<file path="src/rtl/core/dcfsa_pkg.sv">
package dcfsa_pkg;

    // History per channel and the widths that follow from it
    localparam int HISTORY_DEPTH = 8;
    localparam int POS_W         = (HISTORY_DEPTH > 1) ? $clog2(HISTORY_DEPTH) : 1;
    localparam int CNT_W         = $clog2(HISTORY_DEPTH + 1);
    localparam int RING_AW       = POS_W + 1;
    localparam int RING_DEPTH    = 2 ** RING_AW;

    localparam int BYTE_W  = 8;
    localparam int CODE_W  = 2 * BYTE_W;
    localparam int SUM_W   = CODE_W + POS_W;
    localparam int MASS_W  = 15;
    localparam int STEP_W  = $clog2(SUM_W);

    // Shared multiplier and mass search
    localparam int MUL_W   = 32;
    localparam int PROD_W  = 2 * MUL_W;
    localparam int PLO_W   = MUL_W + CODE_W;
    localparam int POW_W   = 5 * CODE_W;
    localparam int LHS_W   = 56;
    localparam int SHIFT_K = 18;
    localparam logic [MUL_W-1:0] FIVE_POW_11 = 32'd48828125;

    // Configuration registers
    localparam int CFG_IDX_W = 1;
    localparam logic [CFG_IDX_W-1:0] CFG_LOW_CUTOFF  = 1'b0;
    localparam logic [CFG_IDX_W-1:0] CFG_HIGH_CUTOFF = 1'b1;
    localparam logic [CODE_W-1:0] LOW_CUTOFF_RESET  = 16'd80;
    localparam logic [CODE_W-1:0] HIGH_CUTOFF_RESET = 16'd26400;

    typedef enum logic [3:0] {
        ST_IDLE,
        ST_READ,
        ST_ADD,
        ST_DIV,
        ST_WINDOW,
        ST_P1,
        ST_P2,
        ST_P3,
        ST_P4,
        ST_P5,
        ST_SQ,
        ST_SCALE,
        ST_TEST,
        ST_FINISH
    } state_t;

    typedef struct packed {
        logic               we;
        logic [RING_AW-1:0] waddr;
        logic [CODE_W-1:0]  wdata;
        logic [RING_AW-1:0] raddr;
    } ring_req_t;

endpackage

</file>
<file path="src/rtl/core/dcfsa_if.sv">
interface dcfsa_sample_if;
    import dcfsa_pkg::*;

    logic              valid;
    logic              ready;
    logic              channel;
    logic [BYTE_W-1:0] byte_high;
    logic [BYTE_W-1:0] byte_low;

    modport source (output valid, channel, byte_high, byte_low, input ready);
    modport sink   (input valid, channel, byte_high, byte_low, output ready);
endinterface

interface dcfsa_result_if;
    import dcfsa_pkg::*;

    logic              valid;
    logic              ready;
    logic              out_channel;
    logic [CODE_W-1:0] raw_code;
    logic [CODE_W-1:0] average_code;
    logic [MASS_W-1:0] mass_sixtyfourths;
    logic              in_window;

    modport source (output valid, out_channel, raw_code, average_code,
                    mass_sixtyfourths, in_window, input ready);
    modport sink   (input valid, out_channel, raw_code, average_code,
                    mass_sixtyfourths, in_window, output ready);
endinterface

</file>
<file path="src/rtl/core/dcfsa_ring.sv">
module dcfsa_ring (
    input  logic                          clk,
    input  dcfsa_pkg::ring_req_t          req,
    output logic [dcfsa_pkg::CODE_W-1:0]  rdata
);
    import dcfsa_pkg::*;

    logic [CODE_W-1:0] mem [RING_DEPTH];

    // One write and one registered read per cycle
    always_ff @(posedge clk)
    begin
        if (req.we)
        begin
            mem[req.waddr] <= req.wdata;
        end
        rdata <= mem[req.raddr];
    end

endmodule

</file>
<file path="src/rtl/core/dcfsa_mul.sv">
module dcfsa_mul (
    input  logic                          clk,
    input  logic [dcfsa_pkg::MUL_W-1:0]   op_a,
    input  logic [dcfsa_pkg::MUL_W-1:0]   op_b,
    output logic [dcfsa_pkg::PROD_W-1:0]  prod
);
    import dcfsa_pkg::*;

    logic [PROD_W-1:0] prod_next;

    assign prod_next = PROD_W'(op_a) * PROD_W'(op_b);

    // Register the product before any further use
    always_ff @(posedge clk)
    begin
        prod <= prod_next;
    end

endmodule

</file>
<file path="src/rtl/core/dual_channel_force_sensor_averager.sv">
// Channel   Dir  Handshake      Payload
// samples   in   valid/ready    channel, byte_high, byte_low
// results   out  valid/ready    out_channel, raw_code, average_code,
//                               mass_sixtyfourths, in_window
// cfg       in   cfg_we         cfg_index, cfg_data (no read-back)
//
// After the accepting edge a request reads the channel's N filled entries
// (N is its fill count, 1..HISTORY_DEPTH), divides the sum by N and tests the
// average against the cutoff window; only inside the window does the mass
// search follow. The sequencer is back in idle, ready for the next request, in
// the cycle that the result becomes valid. The sum pass reads the ring
// entry by entry, the divide is one quotient bit per cycle, and the mass
// search settles one bit per square, scale and test on the shared multiplier.
// Reset (rst_n low, asynchronous) clears fill counts, write positions and the
// sequencer, and reloads the cutoffs; the ring itself is never cleared.
// A waiting result sits in the output register and does not block the
// next request; the sequencer holds its finished result only when that
// register is still full.
module dual_channel_force_sensor_averager (
    input  logic                              clk,
    input  logic                              rst_n,
    dcfsa_sample_if.sink                      samples,
    dcfsa_result_if.source                    results,
    input  logic                              cfg_we,
    input  logic [dcfsa_pkg::CFG_IDX_W-1:0]   cfg_index,
    input  logic [dcfsa_pkg::CODE_W-1:0]      cfg_data
);
    import dcfsa_pkg::*;

    state_t state_reg, state_next;

    // Per-channel ring bookkeeping
    logic [POS_W-1:0]  pos_reg  [2];
    logic [CNT_W-1:0]  fill_reg [2];

    logic [CODE_W-1:0] low_reg;
    logic [CODE_W-1:0] high_reg;

    // Current request
    logic              ch_reg;
    logic [CODE_W-1:0] code_reg;
    logic [CNT_W-1:0]  cnt_reg;
    logic [CNT_W-1:0]  idx_reg;
    logic [STEP_W-1:0] step_reg;
    logic [SUM_W-1:0]  sum_reg;     // sum, then dividend, then quotient
    logic [CNT_W:0]    rem_reg;
    logic              inside_reg;
    logic [MUL_W-1:0]  quad_hi_reg;
    logic [PLO_W-1:0]  plo_reg;
    logic [POW_W-1:0]  pow_reg;
    logic [MASS_W-1:0] mass_reg;

    // Output register
    logic              out_valid_reg;
    logic              out_ch_reg;
    logic [CODE_W-1:0] out_raw_reg;
    logic [CODE_W-1:0] out_avg_reg;
    logic [MASS_W-1:0] out_mass_reg;
    logic              out_win_reg;

    logic              accept;
    logic [CODE_W-1:0] in_code;
    logic [CNT_W-1:0]  fill_cur;
    logic [CNT_W-1:0]  cnt_new;
    logic [POS_W-1:0]  pos_cur;
    logic [POS_W-1:0]  pos_new;
    logic [CNT_W:0]    rem_shift;
    logic              rem_ge;
    logic [CNT_W:0]    rem_sub;
    logic [CODE_W-1:0] avg;
    logic              win;
    logic [MASS_W-1:0] trial;
    logic [POW_W-1:0]  lhs_ext;
    logic              out_free;
    logic              last_entry;

    ring_req_t         ring_req;
    logic [CODE_W-1:0] ring_rdata;
    logic [MUL_W-1:0]  op_a;
    logic [MUL_W-1:0]  op_b;
    logic [PROD_W-1:0] prod;

    dcfsa_ring u_ring (
        .clk   (clk),
        .req   (ring_req),
        .rdata (ring_rdata)
    );

    dcfsa_mul u_mul (
        .clk  (clk),
        .op_a (op_a),
        .op_b (op_b),
        .prod (prod)
    );

    assign accept   = samples.valid && samples.ready;
    assign in_code  = {samples.byte_high, samples.byte_low};
    assign fill_cur = fill_reg[samples.channel];
    assign pos_cur  = pos_reg[samples.channel];
    assign cnt_new  = (fill_cur == CNT_W'(HISTORY_DEPTH)) ? fill_cur : fill_cur + CNT_W'(1);
    assign pos_new  = (pos_cur == POS_W'(HISTORY_DEPTH - 1)) ? '0 : pos_cur + POS_W'(1);

    // Restoring divide: bring in the next dividend bit, subtract the count if it fits
    assign rem_shift = {rem_reg[CNT_W-1:0], sum_reg[SUM_W-1]};
    assign rem_ge    = (rem_shift >= {1'b0, cnt_reg});
    assign rem_sub   = rem_shift - {1'b0, cnt_reg};

    assign avg = sum_reg[CODE_W-1:0];
    assign win = (avg > low_reg) && (avg < high_reg);

    // Mass search: keep a bit when trial^2 * 5^11 * 2^18 <= avg^5
    assign trial   = mass_reg | (MASS_W'(1) << step_reg);
    assign lhs_ext = POW_W'({prod[LHS_W-1:0], {SHIFT_K{1'b0}}});

    assign out_free   = !out_valid_reg || results.ready;
    assign last_entry = ((idx_reg + CNT_W'(1)) == cnt_reg);

    // Next state
    always_comb
    begin
        state_next = state_reg;
        case (state_reg)
            ST_IDLE:   if (accept) state_next = ST_READ;
            ST_READ:   state_next = ST_ADD;
            ST_ADD:    state_next = last_entry ? ST_DIV : ST_READ;
            ST_DIV:    if (step_reg == '0) state_next = ST_WINDOW;
            ST_WINDOW: state_next = win ? ST_P1 : ST_FINISH;
            ST_P1:     state_next = ST_P2;
            ST_P2:     state_next = ST_P3;
            ST_P3:     state_next = ST_P4;
            ST_P4:     state_next = ST_P5;
            ST_P5:     state_next = ST_SQ;
            ST_SQ:     state_next = ST_SCALE;
            ST_SCALE:  state_next = ST_TEST;
            ST_TEST:   state_next = (step_reg == '0) ? ST_FINISH : ST_SQ;
            ST_FINISH: if (out_free) state_next = ST_IDLE;
            default:   state_next = ST_IDLE;
        endcase
    end

    // Outputs of the sequencer: ready, ring request, multiplier operands
    always_comb
    begin
        samples.ready  = (state_reg == ST_IDLE);
        ring_req.we    = accept;
        ring_req.waddr = {samples.channel, pos_cur};
        ring_req.wdata = in_code;
        ring_req.raddr = {ch_reg, idx_reg[POS_W-1:0]};
        op_a = '0;
        op_b = '0;
        case (state_reg)
            ST_P1:
            begin
                op_a = MUL_W'(avg);
                op_b = MUL_W'(avg);
            end
            ST_P2:
            begin
                op_a = prod[MUL_W-1:0];
                op_b = prod[MUL_W-1:0];
            end
            ST_P3:
            begin
                op_a = prod[MUL_W-1:0];
                op_b = MUL_W'(avg);
            end
            ST_P4:
            begin
                op_a = quad_hi_reg;
                op_b = MUL_W'(avg);
            end
            ST_SQ:
            begin
                op_a = MUL_W'(trial);
                op_b = MUL_W'(trial);
            end
            ST_SCALE:
            begin
                op_a = prod[MUL_W-1:0];
                op_b = FIVE_POW_11;
            end
            default:
            begin
                op_a = '0;
                op_b = '0;
            end
        endcase
    end

    // Control state
    always_ff @(posedge clk or negedge rst_n)
    begin
        if (!rst_n)
        begin
            state_reg     <= ST_IDLE;
            pos_reg[0]    <= '0;
            pos_reg[1]    <= '0;
            fill_reg[0]   <= '0;
            fill_reg[1]   <= '0;
            low_reg       <= LOW_CUTOFF_RESET;
            high_reg      <= HIGH_CUTOFF_RESET;
            cnt_reg       <= '0;
            idx_reg       <= '0;
            step_reg      <= '0;
            out_valid_reg <= 1'b0;
        end
        else
        begin
            state_reg <= state_next;

            if (cfg_we)
            begin
                case (cfg_index)
                    CFG_LOW_CUTOFF:  low_reg  <= cfg_data;
                    CFG_HIGH_CUTOFF: high_reg <= cfg_data;
                    default:         low_reg  <= low_reg;
                endcase
            end

            if (accept)
            begin
                pos_reg[samples.channel]  <= pos_new;
                fill_reg[samples.channel] <= cnt_new;
                cnt_reg <= cnt_new;
                idx_reg <= '0;
            end

            case (state_reg)
                ST_ADD:
                begin
                    idx_reg <= idx_reg + CNT_W'(1);
                    if (last_entry)
                    begin
                        step_reg <= STEP_W'(SUM_W - 1);
                    end
                end
                ST_DIV:  step_reg <= step_reg - STEP_W'(1);
                ST_P5:   step_reg <= STEP_W'(MASS_W - 1);
                ST_TEST: step_reg <= step_reg - STEP_W'(1);
                default: step_reg <= step_reg;
            endcase

            // Load a finished result, drop a delivered one
            if ((state_reg == ST_FINISH) && out_free)
            begin
                out_valid_reg <= 1'b1;
            end
            else if (results.ready)
            begin
                out_valid_reg <= 1'b0;
            end
        end
    end

    // Datapath
    always_ff @(posedge clk)
    begin
        if (accept)
        begin
            ch_reg   <= samples.channel;
            code_reg <= in_code;
            sum_reg  <= '0;
            rem_reg  <= '0;
        end

        case (state_reg)
            ST_ADD:
            begin
                sum_reg <= sum_reg + SUM_W'(ring_rdata);
            end
            ST_DIV:
            begin
                rem_reg <= rem_ge ? rem_sub : rem_shift;
                sum_reg <= {sum_reg[SUM_W-2:0], rem_ge};
            end
            ST_WINDOW:
            begin
                inside_reg <= win;
                mass_reg   <= '0;
            end
            ST_P3:
            begin
                quad_hi_reg <= prod[PROD_W-1:MUL_W];
            end
            ST_P4:
            begin
                plo_reg <= prod[PLO_W-1:0];
            end
            ST_P5:
            begin
                pow_reg <= {prod[PLO_W-1:0], {MUL_W{1'b0}}} + POW_W'(plo_reg);
            end
            ST_TEST:
            begin
                if (lhs_ext <= pow_reg)
                begin
                    mass_reg <= trial;
                end
            end
            default:
            begin
                mass_reg <= mass_reg;
            end
        endcase

        if ((state_reg == ST_FINISH) && out_free)
        begin
            out_ch_reg   <= ch_reg;
            out_raw_reg  <= code_reg;
            out_avg_reg  <= avg;
            out_mass_reg <= mass_reg;
            out_win_reg  <= inside_reg;
        end
    end

    assign results.valid             = out_valid_reg;
    assign results.out_channel       = out_ch_reg;
    assign results.raw_code          = out_raw_reg;
    assign results.average_code      = out_avg_reg;
    assign results.mass_sixtyfourths = out_mass_reg;
    assign results.in_window         = out_win_reg;

    a_accept_starts_sum: assert property (@(posedge clk) disable iff (!rst_n)
        accept |=> (state_reg == ST_READ))
        else $error("accepted request did not start the sum pass");

    a_idx_in_fill: assert property (@(posedge clk) disable iff (!rst_n)
        ((state_reg == ST_READ) || (state_reg == ST_ADD)) |-> (idx_reg < cnt_reg))
        else $error("ring read beyond filled entries");

    a_cnt_range: assert property (@(posedge clk) disable iff (!rst_n)
        (state_reg != ST_IDLE) |-> ((cnt_reg != '0) && (cnt_reg <= CNT_W'(HISTORY_DEPTH))))
        else $error("fill count out of range during a request");

    a_mass_outside_zero: assert property (@(posedge clk) disable iff (!rst_n)
        (results.valid && !results.in_window) |-> (results.mass_sixtyfourths == '0))
        else $error("nonzero mass outside the cutoff window");

    a_result_drops: assert property (@(posedge clk) disable iff (!rst_n)
        (results.valid && results.ready && (state_reg != ST_FINISH)) |=> !results.valid)
        else $error("delivered result was not dropped");

endmodule
</file>
<file path="src/flat_wrapper.sv">
// flat-port wrapper written by rule: the top's interface ports become plain ports
module dual_channel_force_sensor_averager_flat import dcfsa_pkg::*;
  (clk, rst_n, cfg_we, cfg_index, cfg_data, samples_valid, samples_channel, samples_byte_high, samples_byte_low, samples_ready, results_valid, results_out_channel, results_raw_code, results_average_code, results_mass_sixtyfourths, results_in_window, results_ready);
  dcfsa_sample_if samples_i ();
  dcfsa_result_if results_i ();
  input  logic clk;
  input  logic rst_n;
  input  logic cfg_we;
  input  logic [dcfsa_pkg::CFG_IDX_W-1:0] cfg_index;
  input  logic [dcfsa_pkg::CODE_W-1:0] cfg_data;
  input wire logic [$bits(samples_i.valid)-1:0] samples_valid;
  input wire logic [$bits(samples_i.channel)-1:0] samples_channel;
  input wire logic [$bits(samples_i.byte_high)-1:0] samples_byte_high;
  input wire logic [$bits(samples_i.byte_low)-1:0] samples_byte_low;
  output wire logic [$bits(samples_i.ready)-1:0] samples_ready;
  output wire logic [$bits(results_i.valid)-1:0] results_valid;
  output wire logic [$bits(results_i.out_channel)-1:0] results_out_channel;
  output wire logic [$bits(results_i.raw_code)-1:0] results_raw_code;
  output wire logic [$bits(results_i.average_code)-1:0] results_average_code;
  output wire logic [$bits(results_i.mass_sixtyfourths)-1:0] results_mass_sixtyfourths;
  output wire logic [$bits(results_i.in_window)-1:0] results_in_window;
  input wire logic [$bits(results_i.ready)-1:0] results_ready;
  assign samples_i.valid = samples_valid;
  assign samples_i.channel = samples_channel;
  assign samples_i.byte_high = samples_byte_high;
  assign samples_i.byte_low = samples_byte_low;
  assign samples_ready = samples_i.ready;
  assign results_valid = results_i.valid;
  assign results_out_channel = results_i.out_channel;
  assign results_raw_code = results_i.raw_code;
  assign results_average_code = results_i.average_code;
  assign results_mass_sixtyfourths = results_i.mass_sixtyfourths;
  assign results_in_window = results_i.in_window;
  assign results_i.ready = results_ready;
  dual_channel_force_sensor_averager u_core (.clk(clk), .rst_n(rst_n), .samples(samples_i), .results(results_i), .cfg_we(cfg_we), .cfg_index(cfg_index), .cfg_data(cfg_data));
endmodule
</file>
<file path="config.mk">
export PLATFORM = sky130hd
export DESIGN_NAME = dual_channel_force_sensor_averager_flat
export DESIGN_NICKNAME = d
export VERILOG_FILES = /design/src/rtl/core/dcfsa_pkg.sv /design/src/rtl/core/dcfsa_if.sv /design/src/rtl/core/dcfsa_ring.sv /design/src/rtl/core/dcfsa_mul.sv /design/src/rtl/core/dual_channel_force_sensor_averager.sv /design/src/flat_wrapper.sv
export SDC_FILE = /design/constraint.sdc
export NUM_CORES = 2
export LEC_CHECK = 0
export BUFFER_PORTS_ARGS = -buffer_cell sky130_fd_sc_hd__buf_2
export CAP_MARGIN = 30
export CORE_AREA = 4 4 372 374
export DETAILED_ROUTE_END_ITERATION = 6
export DIE_AREA = 0 0 376 378
export PLACE_DENSITY = 0.61
export SLEW_MARGIN = 20
export SYNTH_ARGS = -nofsm -noshare
export SYNTH_HDL_FRONTEND = slang
export SYNTH_SLANG_ARGS = --single-unit
</file>
<file path="constraint.sdc">
create_clock -name clk -period 17.25 [get_ports clk]
set_input_delay 3.45 -clock clk [delete_from_list [all_inputs] [get_ports clk]]
set_output_delay 3.45 -clock clk [all_outputs]
set_load 0.02 [all_outputs]
</file>
; ---- Word level (Yosys, flattened, before mapping)
; Memories as Yosys holds them, arrays and structs flattened. A register that Yosys moved wholly into a read port is not among the register bits.
; Index checks and enable logic that the tools add are counted.
[classes]
add_sub_neg = 7
n_mul = 1
n_div = 0
order_cmp = 6
n_eq_ne = 21
shift = 1
mux = 38
bitwise_logic = 3
n_reduce_logical = 22
[op_table]
columns = operator, count
row1 = $pmux W32 S4, 2
row2 = $add A80 B48 Y80, 1
row3 = $le A74 B80 Y1, 1
row4 = $mul A32 B32 Y64, 1
row5 = $mux W4, 14
row6 = $pmux W4 S14, 1
row7 = $pmux W19 S2, 1
row8 = $pmux W15 S2, 1
row9 = $eq A4 B4 Y1 const B, 7
row10 = $add A19 B16 Y19, 1
row11 = $mux W19, 1
row12 = $mux W3, 6
row13 = $eq A4 B3 Y1 const B, 4
row14 = $gt A16 B16 Y1, 1
row15 = $lt A16 B16 Y1, 1
row16 = $mux W15, 1
row17 = $or A15 B15 Y15, 1
row18 = $pmux W5 S3, 1
row19 = $shl A1 B5 Y15 const A, 1
row20 = $add A4 B1 Y4 const B, 2
row21 = $bwmux W8, 1
row22 = $eq A4 B2 Y1 const B, 2
row23 = $ne A2 B1 Y1 const B, 4
row24 = $reduce_and A2 Y1, 4
row25 = 28 further kinds, 39
[word_totals]
regBits = 393
latch_bits = 0
ramBits = 256
romBits = 0
in_bits = 39
elab_cells = 126
mem_count = 1
[mem_list]
columns = name, words, width, read_ports, rd_ports_with_merged_regs, wr, line
row1 = u_core.u_ring.mem, 16, 16, 1, 1, 1, dcfsa_ring.sv:8  ; logic [CODE_W-1:0] mem [RING_DEPTH];

; ---- Logic depth before layout (Yosys ltp)
[logic_depth]
depth_word = 7
ltp_mapped = 37
ltp_nobuf = 32

; ---- Modules after synthesis
; From an unflattened synthesis, not the netlist that was laid out.
[unflattened]
hier_cells = 5672
area_unflattened_um2 = 61800.5
[modules_own_cells]
columns = module, n_inst, cells_per_inst, area_each_um2, seq_area_each_um2
row1 = dcfsa_mul, 1, 3823, 34882.2, 1281.2
row2 = dual_channel_force_sensor_averager, 1, 1417, 16874.9, 9569.2
row3 = dcfsa_ring, 1, 432, 10043.4, 8007.7

; ---- Worst setup path before layout
; Ideal clock, no wire load.
[synth_path]
path_kind = reg-to-reg
startpoint = reg u_core.state_reg[3]
endpoint = reg u_core.u_mul.prod[57] (netlist bit)
setup_time_ns = 0.122
t_arrival_ns = 8.576
required_ns = 17.128
path_slack_ns = 8.552
stages_incl_launch_ff = 29
synth_period_minus_slack_ns = 8.698
path_cell_list = dfrtp_1 > clkbuf_1 > nand2b_1 > nor3_1 > clkbuf_1 > buf_2 > a22oi_1 > clkbuf_1 > nor2_1 > fa_1 > fa_1 > inv_1 > fa_1 > fa_1 > inv_1 > fa_1 > fa_1 > fa_1 > inv_1 > fa_1 > inv_1 > ha_1 > a21o_1 > o21bai_1 > or3_1 > a41oi_1 > or3_1 > nand3_1 > o311a_1
[synth_via]
elab_chain_cells = 4
[synth_lines]
columns = element, line
row1 = from (decl), dual_channel_force_sensor_averager.sv:30  ; state_t state_reg, state_next;
row2 = from (signal assigned), dual_channel_force_sensor_averager.sv:209  ; state_reg <= state_next;
row3 = $eq A4 B3 Y1 / $eq A4 B4 Y1 (equally long branches), dual_channel_force_sensor_averager.sv:151  ; case (state_reg)
row4 = $reduce_or A3 Y1 (no source line), -
row5 = $pmux W32 S4, dual_channel_force_sensor_averager.sv:151
row6 = $mul A32 B32 Y64 (*), dcfsa_mul.sv:11  ; assign prod_next = PROD_W'(op_a) * PROD_W'(op_b);
row7 = net u_core.u_mul.prod_next[57], dcfsa_mul.sv:9  ; logic [PROD_W-1:0] prod_next;
row8 = to (signal assigned), dcfsa_mul.sv:16  ; prod <= prod_next;
row9 = to (decl), dcfsa_mul.sv:5  ; output logic [dcfsa_pkg::PROD_W-1:0] prod
; Mark *: on every way through the listed nets, which the timed path passes. The rest lies on a longest branch.
; A chain may end at the register's enable or synchronous reset.

; ---- Final worst setup path
; Same ends and word-level chain as after synthesis.

==> results.yml <==
routing:
  drt-total-wl_um: 182000
  drt-pass1-iter-count: 6
  vias_per_cell: 5.55
  drt_iter0_drc: 3655
  drc: 0
  num_vias: 41861
  wl_per_cell_um: 24.1
  antenna_left: 0
timing:
  setup_viol: 0
  drv_slew: 0
  fin_skew_ps: 33.9
  clock.fmax_mhz: 95.8
  final_hold_viol_count: 0
  rsz0062_at_grt: "no"
  final.period_utilization_pct: 60.5
  holdWs_ps: 410
  maxSlewHeadroom_pct: 32.8
  finalCriticalPeriod_ps: 10440
  tightestPinTransition_ps: 1010
  fin_ws_ps: 6810
  setup_tns_ps: 0
global_route:
  antenna_found_initial: 5
  grt_pass1_vias: 44090
  grt_pass1_wl_um: 278000
  track_usage_pct: 26.1
  grt_max_degree: 71
  gr-total-overflow: 0
setup_path:
  rrSetupSlack_ps: 6810
  reg2reg_from: "u_core.state_reg[3]$_DFFE_PN0P_"
  slowest_stage: "buf_4"
  worstPathArrival_ps: 10980
  cpPeakStageDelay_ps: 750
  worstSetupEndpointType: "flip-flop"
  cp_common_cell: "fa_1"
  path_class: "reg -> reg"
  crit_fanout: 70
  cp.required_ps: 17790
  reg2reg_to: "u_core.u_mul.prod[57]$_DFF_P_"
  reg2regPathDepth: 32
  startpoint_type: "flip-flop"
place:
  dpl.cell_count: 7418
  place_congestion: 0.979
  placed_cell_area_um2: 63300
  port_buffers: 89
  dp_slack_ps: 6930
  dp_hpwl_um: 137000
clock_tree:
  clock_path_buffers: 3
  cts_inserted_buffers: 60
  cts_root_buf: "clkbuf_16"
  ctsHtreeMaxLevel: 2
  tritoncts: "built"
  hold_buffers: 0
  cts_resized: 0
  postCtsSetupBuffers: 0
  insertion_delay_ps: 670
  clkSinkCount: 665
  clk_pin_slew_ps: 70
yosys:
  synthTopCellsByCount: "inv_1, fa_1, nand2_1"
  netlist_area_um2: 60400
  syn_avg_cell_area_um2: 10.7
  synthDistinctLibCells: 91
  synth_xor_area_share_pct: 1.84
  syn_inst: 5662
  yosys.cell_count.top_type: "inv_1"
  synth_top_family_by_area: "adder cells"
  synthSimpleGateAreaFrac_pct: 11.6
  synth_edf_count: 521
  synth_mux_area_share_pct: 3.53
  synth_top_area_cell: "fa_1"
  synth_compound_area_share_pct: 5.55
  synthAdderAreaFrac_pct: 38.1
  netlist_top_cells_area: "fa_1, edfxtp_1, ha_1"
  async_flop_share_pct: 9.62
  synth_top_area_share_pct: 29.8
  ys.flop_type: "edfxtp_1"
  ys_seq_elements: 665
  ys_warn_count: 0
  ys_seq_area_share_pct: 31.2
  syn_nets: 6999
power:
  comb_power_share_pct: 5.4
  seq_power_share_pct: 50.3
  power.total_mw: 3.53
  p_sw_mw: 0.764
  internal-power_mw: 2.76
  pwr-share-clk_pct: 44.4
  p_leak_nw: 29.7
  cellPowerDensity_nw_per_um2: 53.7
  power.share.switching_pct: 21.7
  ir_worst_vdd_v: 0.0000902
die:
  coreArea_um2: 135000
  io_pins: 90
  initial_core_util_pct: 44.8
  die_h_um: 378
  die-area_um2: 142000
  dieWidth_um: 376
  rows: 135
worst_hold_path:
  whs_path_depth: 0
  min_path_type: "reg -> reg"
  hp-start: "u_core.u_mul.prod[59]$_DFF_P_"
  min_to: "u_core.quad_hi_reg[27]$_DFFE_PN_"
cells_and_area:
  fin_cells: 7537
  drive_above_1_share_pct: 8.71
  fillers: 12289
  largest_reg_flops: 256
  final_util_pct: 48.7
  final_area_um2: 65700
  area_growth_pct: 8.68
  layout.nets: 7040
job:
  drv_cap: 0
run_status:
  status: "complete, no violations"
==> worst max-delay path: cells and delay by family, from the launching register on <==
family	cells	cell delay [ps]
fa+ha+maj	9	4460
simple gates	8	1980
buf+inv	10	1860
compound gates	5	1300
flops	1	640
==> final cells by class <==
cell class | count | area, µm² | area share [%]
multi-input combinational | 3695 | 36700 | 55.9
sequential | 665 | 18900 | 28.7
inverter | 1052 | 3950 | 6.02
tap | 1781 | 2230 | 3.39
timing repair buffer | 229 | 1590 | 2.43
clock buffer | 68 | 1560 | 2.38
clock inverter | 46 | 768 | 1.17
antenna | 1 | 2.50 | 0.00381
==> per-layer routing <==
metal / vias up / global-route usage [%] / share of wire (%)
li1: 18124 / - / -
met3: 380 / 4.32 / 7.8
met5: - / 0 / 0.0099
met4: 4 / 11.0 / 5.1
met2: 1674 / 42.2 / 46
met1: 21679 / 35.2 / 41
==> worst max path at each step <==
stage | startpoint | endpoint | slack [ps] | depth (start not counted)
6_report | u_core.state_reg[3]$_DFFE_PN0P_ | u_core.u_mul.prod[57]$_DFF_P_ | 6810 | 32
5_1_grt | u_core.state_reg[3]$_DFFE_PN0P_ | u_core.u_mul.prod[55]$_DFF_P_ | 6220 | 33
4_1_cts | u_core.state_reg[3]$_DFFE_PN0P_ | u_core.u_mul.prod[57]$_DFF_P_ | 6870 | 32
3_5_place_dp | u_core.state_reg[3]$_DFFE_PN0P_ | u_core.u_mul.prod[57]$_DFF_P_ | 6930 | 32
3_3_place_gp | u_core.state_reg[2]$_DFFE_PN0P_ | u_core.u_mul.prod[57]$_DFF_P_ | 6950 | 32
2_1_floorplan | u_core.state_reg[3]$_DFFE_PN0P_ | u_core.u_mul.prod[57]$_DFF_P_ | 8550 | 28
==> power groups by stage <==
stage,Clock (mW),Combinational [mW],Sequential (mW)
after floorplan,0,0.136,1.79
after global placement,0,0.183,1.81
after detailed placement,0,0.189,1.81
after CTS,1.59,0.190,1.77
after global routing,1.66,0.213,1.77
final,1.56,0.190,1.77
==> placed cells by master, fill, tap and decap left out, drive strengths merged, types with 21 or more instances in the layout <==
master	synthesis	final
nand3	63	63
nor2	635	635
o21ai	102	102
dfrtp	56	56
clkinv	5	25
a21oi	156	156
xnor2	84	84
ha	399	399
nor3	35	35
a22o	21	21
fa	899	899
edfxtp	521	521
nand2	694	694
mux4	80	80
dfxtp	80	80
clkbuf	193	69
inv	1047	1049
nand2b	26	26
a22oi	37	37
buf	56	228
nand4	48	48
xor2	43	43
mux2	24	24
nor2b	28	28
and3	52	52
a21o	74	74
==> cells by family (layout without fill, tap and decap cells) <==
kind of cell,count (synthesis),in the layout
and+or+nand+nor,1653,1653
buffers and inverters,1302,1395
adders and majority gates,1298,1298
DFF,665,665
AOI/OAI and AO/OA,507,507
xor gates and xnor gates,127,127
muxes,110,110
other,0,1
(Power assumes the default switching activity.)
